==> config.mk <==
export PLATFORM = sky130hd
export DESIGN_NAME = calendar_to_epoch_seconds_flat
export DESIGN_NICKNAME = d
export VERILOG_FILES = /design/src/rtl/cet_pkg.sv /design/src/rtl/cet_req_if.sv /design/src/rtl/cet_rsp_if.sv /design/src/rtl/cet_leap.sv /design/src/rtl/cet_accum.sv /design/src/rtl/calendar_to_epoch_seconds.sv /design/src/flat_wrapper.sv
export VERILOG_INCLUDE_DIRS = /design/src /design/src/rtl
export SDC_FILE = /design/constraint.sdc
export NUM_CORES = 1
export LEC_CHECK = 0
export BUFFER_PORTS_ARGS = -buffer_cell sky130_fd_sc_hd__buf_4
export CAP_MARGIN = 15
export CORE_MARGIN = 2
export CORE_UTILIZATION = 60
export DETAILED_ROUTE_END_ITERATION = 10
export PLACE_DENSITY = 0.88
export SLEW_MARGIN = 20
export SYNTH_ARGS = -nofsm -noshare
export SYNTH_HDL_FRONTEND = slang
export SYNTH_HIERARCHICAL = 1
export SYNTH_SLANG_ARGS = --single-unit
export TNS_END_PERCENT = 1
==> constraint.sdc <==
create_clock -name clock -period 7 [get_ports clock]
set_input_delay 0.35 -clock clock [delete_from_list [all_inputs] [get_ports clock]]
set_output_delay 0.35 -clock clock [all_outputs]
set_load 0.005 [all_outputs]
==> src/rtl/calendar_to_epoch_seconds_assert.svh <==
// ----------------------------------------------------------------------------
// Assertion macros for the calendar to epoch seconds converter
// Concurrent checks that compile away when SYNTHESIS is defined.
// ----------------------------------------------------------------------------
`ifndef CALENDAR_TO_EPOCH_SECONDS_ASSERT_SVH
`define CALENDAR_TO_EPOCH_SECONDS_ASSERT_SVH

`ifndef SYNTHESIS

// Check that is switched off while reset is high.
`define CET_ASSERT(lbl, clk, rst, prop) \
   lbl: assert property (@(posedge clk) disable iff (rst) prop) \
      else $error("assertion failed");

// Check that also holds during reset.
`define CET_ASSERT_ALWAYS(lbl, clk, prop) \
   lbl: assert property (@(posedge clk) prop) \
      else $error("assertion failed");

`else

`define CET_ASSERT(lbl, clk, rst, prop)
`define CET_ASSERT_ALWAYS(lbl, clk, prop)

`endif

`endif

==> src/rtl/cet_pkg.sv <==
// ----------------------------------------------------------------------------
// cet_pkg
// Shared widths, constants, codes and the month-length table.
// ----------------------------------------------------------------------------
`timescale 1ns / 1ps

package cet_pkg;

   localparam int SEC_W   = 6;
   localparam int MIN_W   = 6;
   localparam int HOUR_W  = 5;
   localparam int DAY_W   = 5;
   localparam int MONTH_W = 4;
   localparam int YEAR_W  = 12;
   localparam int ACC_W   = 32;
   localparam int TOD_W   = 17;

   localparam logic [ACC_W-1:0]   SECS_PER_DAY  = 32'd86400;
   localparam logic [TOD_W-1:0]   SECS_PER_HOUR = 17'd3600;
   localparam logic [TOD_W-1:0]   SECS_PER_MIN  = 17'd60;
   localparam logic [YEAR_W-1:0]  BASE_YEAR     = 12'd2000;
   localparam logic [ACC_W-1:0]   DAYS_COMMON   = 32'd365;
   localparam logic [ACC_W-1:0]   DAYS_LEAP     = 32'd366;
   localparam logic [MONTH_W-1:0] FIRST_MONTH   = 4'd1;
   localparam logic [MONTH_W-1:0] LAST_MONTH    = 4'd12;
   localparam logic [MONTH_W-1:0] MONTH_LIMIT   = 4'd13;

   // Accumulator operation codes.
   typedef enum logic [1:0] {
      ACC_HOLD,
      ACC_CLEAR,
      ACC_ADD,
      ACC_SCALE
   } acc_code_type;

   typedef struct packed {
      acc_code_type     code;
      logic [ACC_W-1:0] addend;
   } acc_op_type;

   // Days in a month; months outside one to twelve contribute nothing.
   function automatic logic [DAY_W-1:0] month_days(input logic [MONTH_W-1:0] m,
                                                   input logic leap);
      logic [DAY_W-1:0] d;
      begin
         unique case (m)
            4'd1, 4'd3, 4'd5, 4'd7, 4'd8, 4'd10, 4'd12: d = 5'd31;
            4'd4, 4'd6, 4'd9, 4'd11:                    d = 5'd30;
            4'd2:                                       d = leap ? 5'd29 : 5'd28;
            default:                                    d = 5'd0;
         endcase
         return d;
      end
   endfunction

endpackage

==> src/rtl/cet_req_if.sv <==
// ----------------------------------------------------------------------------
// cet_req_if
// Request channel: one calendar reading with valid/ready handshake.
// ----------------------------------------------------------------------------
`timescale 1ns / 1ps

interface cet_req_if;
   logic                         valid;
   logic                         ready;
   logic                         clock_ready;
   logic [cet_pkg::SEC_W-1:0]    sec;
   logic [cet_pkg::MIN_W-1:0]    minute;
   logic [cet_pkg::HOUR_W-1:0]   hour;
   logic [cet_pkg::DAY_W-1:0]    day_of_month;
   logic [cet_pkg::MONTH_W-1:0]  month_num;
   logic [cet_pkg::YEAR_W-1:0]   year_num;

   modport source (output valid, clock_ready, sec, minute, hour, day_of_month,
                   month_num, year_num, input ready);
   modport sink (input valid, clock_ready, sec, minute, hour, day_of_month,
                 month_num, year_num, output ready);
endinterface

==> src/rtl/cet_rsp_if.sv <==
// ----------------------------------------------------------------------------
// cet_rsp_if
// Result channel: seconds since 2000 and the valid flag, with handshake.
// ----------------------------------------------------------------------------
`timescale 1ns / 1ps

interface cet_rsp_if;
   logic                        valid;
   logic                        ready;
   logic [cet_pkg::ACC_W-1:0]   epoch_seconds;
   logic                        time_valid;

   modport source (output valid, epoch_seconds, time_valid, input ready);
   modport sink (input valid, epoch_seconds, time_valid, output ready);
endinterface

==> src/rtl/cet_leap.sv <==
// ----------------------------------------------------------------------------
// cet_leap
// Two-stage leap-year check of a year by reciprocal multiplication.
// ----------------------------------------------------------------------------
`timescale 1ns / 1ps

module cet_leap (
   input  logic                         clock,
   input  logic [cet_pkg::YEAR_W-1:0]   year,
   output logic                         leap
);

   // year / 100 as (year * 5243) >> 19, exact for every 12-bit year.
   localparam logic [12:0] RECIP_100 = 13'd5243;
   localparam int          RECIP_SH  = 19;

   logic [24:0]                 prod;
   logic [5:0]                  quot_in, quot_ff;
   logic [cet_pkg::YEAR_W-1:0]  year_ff;
   logic [cet_pkg::YEAR_W-1:0]  hundreds;
   logic                        leap_in, leap_ff;

   assign prod    = 25'(year) * 25'(RECIP_100);
   assign quot_in = prod[RECIP_SH +: 6];

   // quot * 100 built from shifts.
   assign hundreds = (12'(quot_ff) << 6) + (12'(quot_ff) << 5) + (12'(quot_ff) << 2);

   // Divisible by 4, and either not by 100 or also by 400.
   assign leap_in = (year_ff[1:0] == 2'd0) &&
                    ((hundreds != year_ff) || (quot_ff[1:0] == 2'd0));

   always_ff @(posedge clock) begin
      quot_ff <= quot_in;
      year_ff <= year;
      leap_ff <= leap_in;
   end

   assign leap = leap_ff;

endmodule

==> src/rtl/cet_accum.sv <==
// ----------------------------------------------------------------------------
// cet_accum
// Shared 32-bit accumulator: hold, clear, add, or scale days to seconds.
// ----------------------------------------------------------------------------
`timescale 1ns / 1ps

module cet_accum (
   input  logic                        clock,
   input  cet_pkg::acc_op_type         op,
   output logic [cet_pkg::ACC_W-1:0]   acc
);

   logic [cet_pkg::ACC_W-1:0] acc_ff;

   // All arithmetic wraps modulo 2^32.
   always_ff @(posedge clock) begin
      unique case (op.code)
         cet_pkg::ACC_HOLD:  acc_ff <= acc_ff;
         cet_pkg::ACC_CLEAR: acc_ff <= '0;
         cet_pkg::ACC_ADD:   acc_ff <= acc_ff + op.addend;
         cet_pkg::ACC_SCALE: acc_ff <= acc_ff * cet_pkg::SECS_PER_DAY;
         default:            acc_ff <= acc_ff;
      endcase
   end

   assign acc = acc_ff;

endmodule

==> src/rtl/calendar_to_epoch_seconds.sv <==
// ----------------------------------------------------------------------------
// calendar_to_epoch_seconds
// Converts a calendar reading into seconds elapsed since 2000-01-01 00:00:00.
// The sequencer adds the days of each whole year after 2000, then of each whole
// month, then the day of month, scales days to seconds and adds the time of day.
// A reading with the clock not ready skips the conversion. Either may wait longer
// while the previous result is still held. One request at a time: a new one
// is taken once the result is registered, also while that result waits.
// Reset: synchronous, active high; clears the sequencer and result valid.
// ----------------------------------------------------------------------------
`timescale 1ns / 1ps
`include "calendar_to_epoch_seconds_assert.svh"

module calendar_to_epoch_seconds (
   input  logic           clock,
   input  logic           reset,
   cet_req_if.sink        req_if,
   cet_rsp_if.source      rsp_if
);

   typedef enum logic [2:0] {
      S_IDLE,
      S_PREP,
      S_YEARS,
      S_MONTHS,
      S_DOM,
      S_SCALE,
      S_TOD,
      S_DONE
   } state_type;

   state_type state_ff;

   logic                                ready_ff;
   logic [cet_pkg::SEC_W-1:0]           sec_ff;
   logic [cet_pkg::MIN_W-1:0]           minute_ff;
   logic [cet_pkg::HOUR_W-1:0]          hour_ff;
   logic [cet_pkg::DAY_W-1:0]           dom_ff;
   logic [cet_pkg::MONTH_W-1:0]         mon_ff;
   logic [cet_pkg::YEAR_W-1:0]          yr_ff;

   logic [cet_pkg::YEAR_W-1:0]          y_ff;
   logic [1:0]                          c4_ff;
   logic [6:0]                          c100_ff;
   logic [8:0]                          c400_ff;
   logic [cet_pkg::MONTH_W-1:0]         m_ff;

   logic                                rsp_valid_ff;
   logic [cet_pkg::ACC_W-1:0]           epoch_ff;
   logic                                tv_ff;

   logic                                accept;
   logic                                y_leap;
   logic                                yr_leap;
   logic                                years_more;
   logic                                months_more;
   logic [cet_pkg::TOD_W-1:0]           tod;
   logic [cet_pkg::ACC_W-1:0]           acc;
   cet_pkg::acc_op_type                 acc_op;

   assign req_if.ready = (state_ff == S_IDLE);
   assign accept       = req_if.valid && req_if.ready;

   // Leap test of the loop year from its running remainders.
   assign y_leap = ((c4_ff == 2'd0) && (c100_ff != 7'd0)) || (c400_ff == 9'd0);

   assign years_more  = (y_ff < yr_ff);
   assign months_more = (m_ff < mon_ff) && (m_ff <= cet_pkg::LAST_MONTH);

   assign tod = (cet_pkg::TOD_W'(hour_ff) * cet_pkg::SECS_PER_HOUR) +
                (cet_pkg::TOD_W'(minute_ff) * cet_pkg::SECS_PER_MIN) +
                cet_pkg::TOD_W'(sec_ff);

   cet_leap u_leap (
      .clock (clock),
      .year  (yr_ff),
      .leap  (yr_leap)
   );

   always_comb begin
      acc_op.code   = cet_pkg::ACC_HOLD;
      acc_op.addend = '0;
      unique case (state_ff)
         S_IDLE: begin
            if (accept) begin
               acc_op.code = cet_pkg::ACC_CLEAR;
            end
         end
         S_YEARS: begin
            if (years_more) begin
               acc_op.code   = cet_pkg::ACC_ADD;
               acc_op.addend = y_leap ? cet_pkg::DAYS_LEAP : cet_pkg::DAYS_COMMON;
            end
         end
         S_MONTHS: begin
            if (months_more) begin
               acc_op.code   = cet_pkg::ACC_ADD;
               acc_op.addend = cet_pkg::ACC_W'(cet_pkg::month_days(m_ff, yr_leap));
            end
         end
         S_DOM: begin
            // Day zero wraps to minus one day.
            acc_op.code   = cet_pkg::ACC_ADD;
            acc_op.addend = cet_pkg::ACC_W'(dom_ff) - cet_pkg::ACC_W'(1);
         end
         S_SCALE: begin
            acc_op.code = cet_pkg::ACC_SCALE;
         end
         S_TOD: begin
            acc_op.code   = cet_pkg::ACC_ADD;
            acc_op.addend = cet_pkg::ACC_W'(tod);
         end
         S_DONE: begin
            acc_op.code = cet_pkg::ACC_HOLD;
         end
         default: begin
            acc_op.code = cet_pkg::ACC_HOLD;
         end
      endcase
   end

   cet_accum u_accum (
      .clock (clock),
      .op    (acc_op),
      .acc   (acc)
   );

   always_ff @(posedge clock) begin
      if (reset) begin
         state_ff     <= S_IDLE;
         rsp_valid_ff <= 1'b0;
      end else begin
         if ((state_ff == S_DONE) && (!rsp_valid_ff || rsp_if.ready)) begin
            rsp_valid_ff <= 1'b1;
         end else if (rsp_valid_ff && rsp_if.ready) begin
            rsp_valid_ff <= 1'b0;
         end
         unique case (state_ff)
            S_IDLE: begin
               if (accept) begin
                  ready_ff  <= req_if.clock_ready;
                  sec_ff    <= req_if.sec;
                  minute_ff <= req_if.minute;
                  hour_ff   <= req_if.hour;
                  dom_ff    <= req_if.day_of_month;
                  mon_ff    <= req_if.month_num;
                  yr_ff     <= req_if.year_num;
                  y_ff      <= cet_pkg::BASE_YEAR;
                  c4_ff     <= '0;
                  c100_ff   <= '0;
                  c400_ff   <= '0;
                  m_ff      <= cet_pkg::FIRST_MONTH;
                  // A reading taken before the clock is ready skips the work.
                  state_ff  <= req_if.clock_ready ? S_PREP : S_DONE;
               end
            end
            S_PREP: begin
               state_ff <= S_YEARS;
            end
            S_YEARS: begin
               if (years_more) begin
                  y_ff    <= y_ff + 12'd1;
                  c4_ff   <= c4_ff + 2'd1;
                  c100_ff <= (c100_ff == 7'd99) ? 7'd0 : c100_ff + 7'd1;
                  c400_ff <= (c400_ff == 9'd399) ? 9'd0 : c400_ff + 9'd1;
               end else begin
                  state_ff <= S_MONTHS;
               end
            end
            S_MONTHS: begin
               if (months_more) begin
                  m_ff <= m_ff + 4'd1;
               end else begin
                  state_ff <= S_DOM;
               end
            end
            S_DOM: begin
               state_ff <= S_SCALE;
            end
            S_SCALE: begin
               state_ff <= S_TOD;
            end
            S_TOD: begin
               state_ff <= S_DONE;
            end
            S_DONE: begin
               if (!rsp_valid_ff || rsp_if.ready) begin
                  epoch_ff     <= ready_ff ? acc : '0;
                  tv_ff        <= ready_ff;
                  state_ff     <= S_IDLE;
               end
            end
            default: begin
               state_ff <= S_IDLE;
            end
         endcase
      end
   end

   assign rsp_if.valid         = rsp_valid_ff;
   assign rsp_if.epoch_seconds = epoch_ff;
   assign rsp_if.time_valid    = tv_ff;

   `CET_ASSERT(a_busy_after_accept, clock, reset, accept |=> !req_if.ready)
   `CET_ASSERT(a_invalid_is_zero, clock, reset, (rsp_valid_ff && !tv_ff) |-> (epoch_ff == '0))
   `CET_ASSERT(a_month_bound, clock, reset, (state_ff == S_MONTHS) |-> (m_ff <= cet_pkg::MONTH_LIMIT))
   `CET_ASSERT_ALWAYS(a_reset_idle, clock, $past(reset) |-> (!rsp_if.valid && (state_ff == S_IDLE)))

endmodule
==> src/flat_wrapper.sv <==
// flat-port wrapper written by rule: the top's interface ports become plain ports
module calendar_to_epoch_seconds_flat 
  (clock, reset, req_if_valid, req_if_clock_ready, req_if_sec, req_if_minute, req_if_hour, req_if_day_of_month, req_if_month_num, req_if_year_num, req_if_ready, rsp_if_valid, rsp_if_epoch_seconds, rsp_if_time_valid, rsp_if_ready);
  cet_req_if req_if_i ();
  cet_rsp_if rsp_if_i ();
  input  logic clock;
  input  logic reset;
  input wire logic [$bits(req_if_i.valid)-1:0] req_if_valid;
  input wire logic [$bits(req_if_i.clock_ready)-1:0] req_if_clock_ready;
  input wire logic [$bits(req_if_i.sec)-1:0] req_if_sec;
  input wire logic [$bits(req_if_i.minute)-1:0] req_if_minute;
  input wire logic [$bits(req_if_i.hour)-1:0] req_if_hour;
  input wire logic [$bits(req_if_i.day_of_month)-1:0] req_if_day_of_month;
  input wire logic [$bits(req_if_i.month_num)-1:0] req_if_month_num;
  input wire logic [$bits(req_if_i.year_num)-1:0] req_if_year_num;
  output wire logic [$bits(req_if_i.ready)-1:0] req_if_ready;
  output wire logic [$bits(rsp_if_i.valid)-1:0] rsp_if_valid;
  output wire logic [$bits(rsp_if_i.epoch_seconds)-1:0] rsp_if_epoch_seconds;
  output wire logic [$bits(rsp_if_i.time_valid)-1:0] rsp_if_time_valid;
  input wire logic [$bits(rsp_if_i.ready)-1:0] rsp_if_ready;
  assign req_if_i.valid = req_if_valid;
  assign req_if_i.clock_ready = req_if_clock_ready;
  assign req_if_i.sec = req_if_sec;
  assign req_if_i.minute = req_if_minute;
  assign req_if_i.hour = req_if_hour;
  assign req_if_i.day_of_month = req_if_day_of_month;
  assign req_if_i.month_num = req_if_month_num;
  assign req_if_i.year_num = req_if_year_num;
  assign req_if_ready = req_if_i.ready;
  assign rsp_if_valid = rsp_if_i.valid;
  assign rsp_if_epoch_seconds = rsp_if_i.epoch_seconds;
  assign rsp_if_time_valid = rsp_if_i.time_valid;
  assign rsp_if_i.ready = rsp_if_ready;
  calendar_to_epoch_seconds u_core (.clock(clock), .reset(reset), .req_if(req_if_i), .rsp_if(rsp_if_i));
endmodule
### Yosys cells after proc, flatten, opt, wreduce, memory -nomap -nowiden

Index checks and enable logic that the tools add are counted.

* flip-flop bits (word level): 161
* input bits: 43
* output and inout port bits: 35
* word-level logic and storage cells: 132

* add/sub/neg operators: 11
* multipliers: 4
* magnitude comparators: 3
* equal/unequal tests: 31
* mux-type cells: 34
* bitwise logic cells: 1
* reductions and logical operators: 28

Operators with widths (count)
* $pmux W32 S4: 1
* $pmux W32 S3: 1
* $mux W34: 2
* $add A32 B32 Y32: 1
* $mul A32 B10 Y25 const B: 1
* $mux W9: 3
* $mul A12 B13 Y25 const B: 1
* $mux W12: 2
* $pmux W12 S2: 1
* $pmux W3 S8: 1
* $mux W7: 3
* $eq A4 B4 Y1 const B: 5
* $pmux W9 S2: 1
* $add A17 B12 Y17: 1
* $add A17 B6 Y17: 1
* $eq A4 B3 Y1 const B: 4
* $mux W3: 5
* $pmux W5 S3: 1
* $pmux W7 S2: 1
* $mul A5 B8 Y13 const B: 1
* $add A12 B1 Y12 const B: 1
* $add A12 B11 Y12: 1
* $add A12 B8 Y12: 1
* $eq A3 B3 Y1 const B: 4
* 40 further kinds: 68

### Depth between registers and ports, before layout

* depth after elaboration: 8
* gate-level depth with buffers: 28
* depth with buffers taken out: 28

### Hierarchy

Netlist, hierarchy kept.

Modules (own cells, without submodules)
* calendar_to_epoch_seconds: instances 1, cells each 601, area an instance 6722.7 sq um, seq. area each 3263.1 sq um
* cet_accum: instances 1, cells each 674, area an instance 6028.3 sq um, seq. area each 960.9 sq um
* cet_leap: instances 1, cells each 375, area an instance 3626.0 sq um, seq. area each 380.4 sq um

### Worst setup path after synthesis

Ideal clock, no wire load.

* path type: register -> register
* start point: register u_core/minute_ff[3] in the netlist's numbering
* end point: register u_core.u_accum.acc_ff, in the netlist u_core/u_accum/acc[24] (data pin)
* library setup time: 0.152 ns
* arrival time: 5.852 ns
* required time: 6.848 ns
* slack: 0.996 ns
* cell stages (with the launch flop): 27
* path buffers: 0
* period minus slack after synthesis: 6.004 ns
* cells stage by stage: edfxtp_1 inv_1 fa_1 fa_1 inv_1 ha_1 nor2b_1 o21ai_0 nor3b_1 nor2_1 ha_1 ha_1 o211ai_1 a21oi_1 o311a_1 o211ai_1 xor2_1 o21ai_1 ha_1 nand3_4 nor3_4 o21ai_2 o21ai_2 a31o_1 or3b_1 a211o_1 a31oi_1

RTL lines
* from (decl): RTL line calendar_to_epoch_seconds.sv:36 `logic [cet_pkg::MIN_W-1:0] minute_ff;`
* from (signal assigned): RTL line calendar_to_epoch_seconds.sv:143 `minute_ff <= req_if.minute;`
* to (signal assigned): RTL line cet_accum.sv:20 `cet_pkg::ACC_ADD: acc_ff <= acc_ff + op.addend;`
* to (signal assigned): RTL line cet_accum.sv:21 `cet_pkg::ACC_SCALE: acc_ff <= acc_ff * cet_pkg::SECS_PER_DAY;`
* to (decl): RTL line cet_accum.sv:13 `logic [cet_pkg::ACC_W-1:0] acc_ff;`

==> flow_metrics.tcl <==
set metrics [dict create \
    cts_buffers 17 \
    pin_count 78 \
    critical_path.max_stage_delay_ns 0.60 \
    worst_slew_pin_slew_ns 0.956 \
    area_growth_pct 9.20 \
    crit_top_cell "ha_1" \
    cts_resized 0 \
    maxSlewViolCount 0 \
    relSlewSlack_pct 36.3 \
    hold_viol_final 0 \
    htree_levels 4 \
    die_w_um 169 \
    gp_congestion 0.943 \
    ys_seq_area_share_pct 28.1 \
    via_per_inst 5.90 \
    syn_nets 2067 \
    clkSinkCount 161 \
    grt_max_degree 34 \
    wirelength_um 36800 \
    tns_ns 0 \
    synth_cell_types 83 \
    final_common_cell "inv_1" \
    root_buffer "clkbuf_16" \
    outcome "finished clean" \
    hold_class "in2reg" \
    synth-seq-cells 161 \
    cts_buffer_depth 2 \
    place_area_um2 17300 \
    postRouteAntennaNets 0 \
    arrival_ns 6.79 \
    cp-end-kind "flip-flop" \
    antenna_found_initial 0 \
    final_cell_mix "290 x inv_1, 265 x ha_1, 138 x edfxtp_1, 109 x fa_1, 92 x a21oi_1" \
    fp.coreArea_um2 26900 \
    clock_latency_ns 0.43 \
    synth_area_per_cell_um2 9.93 \
    criticalPathCategory "reg2reg" \
    num_rows 60 \
    critPathSlowestCell "fa_1" \
    wire_per_inst_um 17.6 \
    yosysWarnings 6 \
    path_clk_slew_ns 0.07 \
    cts_tree "yes" \
    initial_core_util_pct 60.9 \
    drt_pass1_iterations 5 \
    post_cts_buffers 0 \
    final_cell_area_um2 17900 \
    maxCapViolations 0 \
    nNetsFinal 2148 \
    cp_data_required_time_ns 7.27 \
    fp.dieArea_um2 28600 \
    post-route-min-period_ns 6.51 \
    finalSetupViolations 0 \
    grt_use_total_pct 26.2 \
    grt_pass1_wl_um 60200 \
    max_clock_freq_mhz 153 \
    die_h_um 169 \
    async_reset_ff_share_pct 0 \
    start_kind "flip-flop" \
    grt_pass1_vias 12456 \
    drc 0 \
    ys.flop_type "edfxtp_1" \
    synth_area_um2 16400 \
    min_period_over_period_pct 93.1 \
    rsz0062_at_grt "false" \
    dp_hpwl_um 29200 \
    n_antenna_cell 0 \
    skew_ns 0.0122 \
    drt_iter0_markers 1040 \
    ctsHoldBuffers 0 \
    grt.overflow.total 0 \
    drive_gt1_share_pct 8.26 \
    critPathMaxFanout 6 \
    synth-edff-count 138 \
    synthCells 1650 \
    via_count 12299 \
    port_buffers 77 \
]
-- through the flow --
step	hold slack, ns	utilization [%]	setup WS, ns	cells
after floorplan	0.394	-	0.996	1650
after global placement	0.413	64.4	0.612	2053
after detailed placement	0.419	64.4	0.433	2053
after CTS	0.0786	66.5	0.424	2085
after global routing	0.0749	66.5	0.0621	2085
final	0.0884	66.5	0.485	2085
-- cell families (layout without fill, tap and decap cells) --
family | count (synthesis) | count (layout) | share of synthesized area (%)
fa+ha+maj | 374 | 374 | 33.6
simple gates | 356 | 356 | 11.3
compound gates | 336 | 336 | 13.6
buf+inv | 313 | 407 | 7.43
flops | 161 | 161 | 28.1
xor+xnor | 107 | 107 | 5.84
mux | 3 | 3 | 0.199
-- worst paths after layout --
check | start | to | cells after the start | slack (ns)
max | u_core/minute_ff[0]$_DFFE_PP_ | u_core/u_accum/acc[24]$_DFFE_PP_ | 25 | 0.49
min | req_if_sec[5] | u_core/sec_ff[5]$_DFFE_PP_ | 1 | 0.09
max reg2reg | u_core/minute_ff[0]$_DFFE_PP_ | u_core/u_accum/acc[24]$_DFFE_PP_ | 25 | 0.49
min reg2reg | u_core/u_leap/year_ff[0]$_DFF_P_ | u_core/u_leap/leap$_DFF_P_ | 1 | 0.43
-- state kept, by name, summed over array words and instances (netlist names), 2 cells and up --
signal	cells
u_core/rsp_if.epoch_seconds	32
u_core/u_accum/acc	32
u_core/u_leap/year_ff	12
u_core/y_ff	12
u_core/yr_ff	12
u_core/c400_ff	9
u_core/c100_ff	7
u_core/minute_ff	6
u_core/sec_ff	6
u_core/u_leap/quot_ff	6
u_core/dom_ff	5
u_core/hour_ff	5
u_core/m_ff	4
u_core/mon_ff	4
u_core/state_ff	3
u_core/c4_ff	2
-- synth_stat cells (all sizes together) (18+ instances only) --
cell type  count  area [um2]
and2          44         275
nor2          87         327
and3          19         119
ha           265        3320
o21ai         71         370
dfxtp         23         460
fa           109        2180
inv          292        1100
edfxtp       138        4140
a21o          47         357
xor2          43         377
nor3          27         146
xnor2         64         579
nand3         32         173
clkbuf        18        97.6
nand2         68         255
a211oi        21         168
a21oi         95         479
-- cell type report --
class                   count  area [um2]
flip-flops and latches    161        4600
clock inverters            15         133
repair buffers             82         616
clock buffers              17         425
fillers                  1988        8990
inverters                 293        1100
multi-input cells        1176       10600
well taps                 341         427
-- metal layers --
metal  share of wire [%]  global-route usage (%)  vias up
li1                    -                       -     5874
met1                  43                    33.6     5942
met2                  50                    47.1      428
met3                 5.4                    3.15       55
met4                 1.9                    7.21        0
met5                   0                       0        -
-- worst max-delay path: cells and delay by family (launching register included) --
family	cells	cell delay (ns)
xor gates and xnor gates	2	0.36
AOI/OAI and AO/OA	13	2.24
adders and majority gates	6	2.36
and+or+nand+nor	4	0.95
DFF	1	0.45
Power is not shown: default switching activity piles up to over one toggle a cycle in this logic, so the estimate is an artifact.
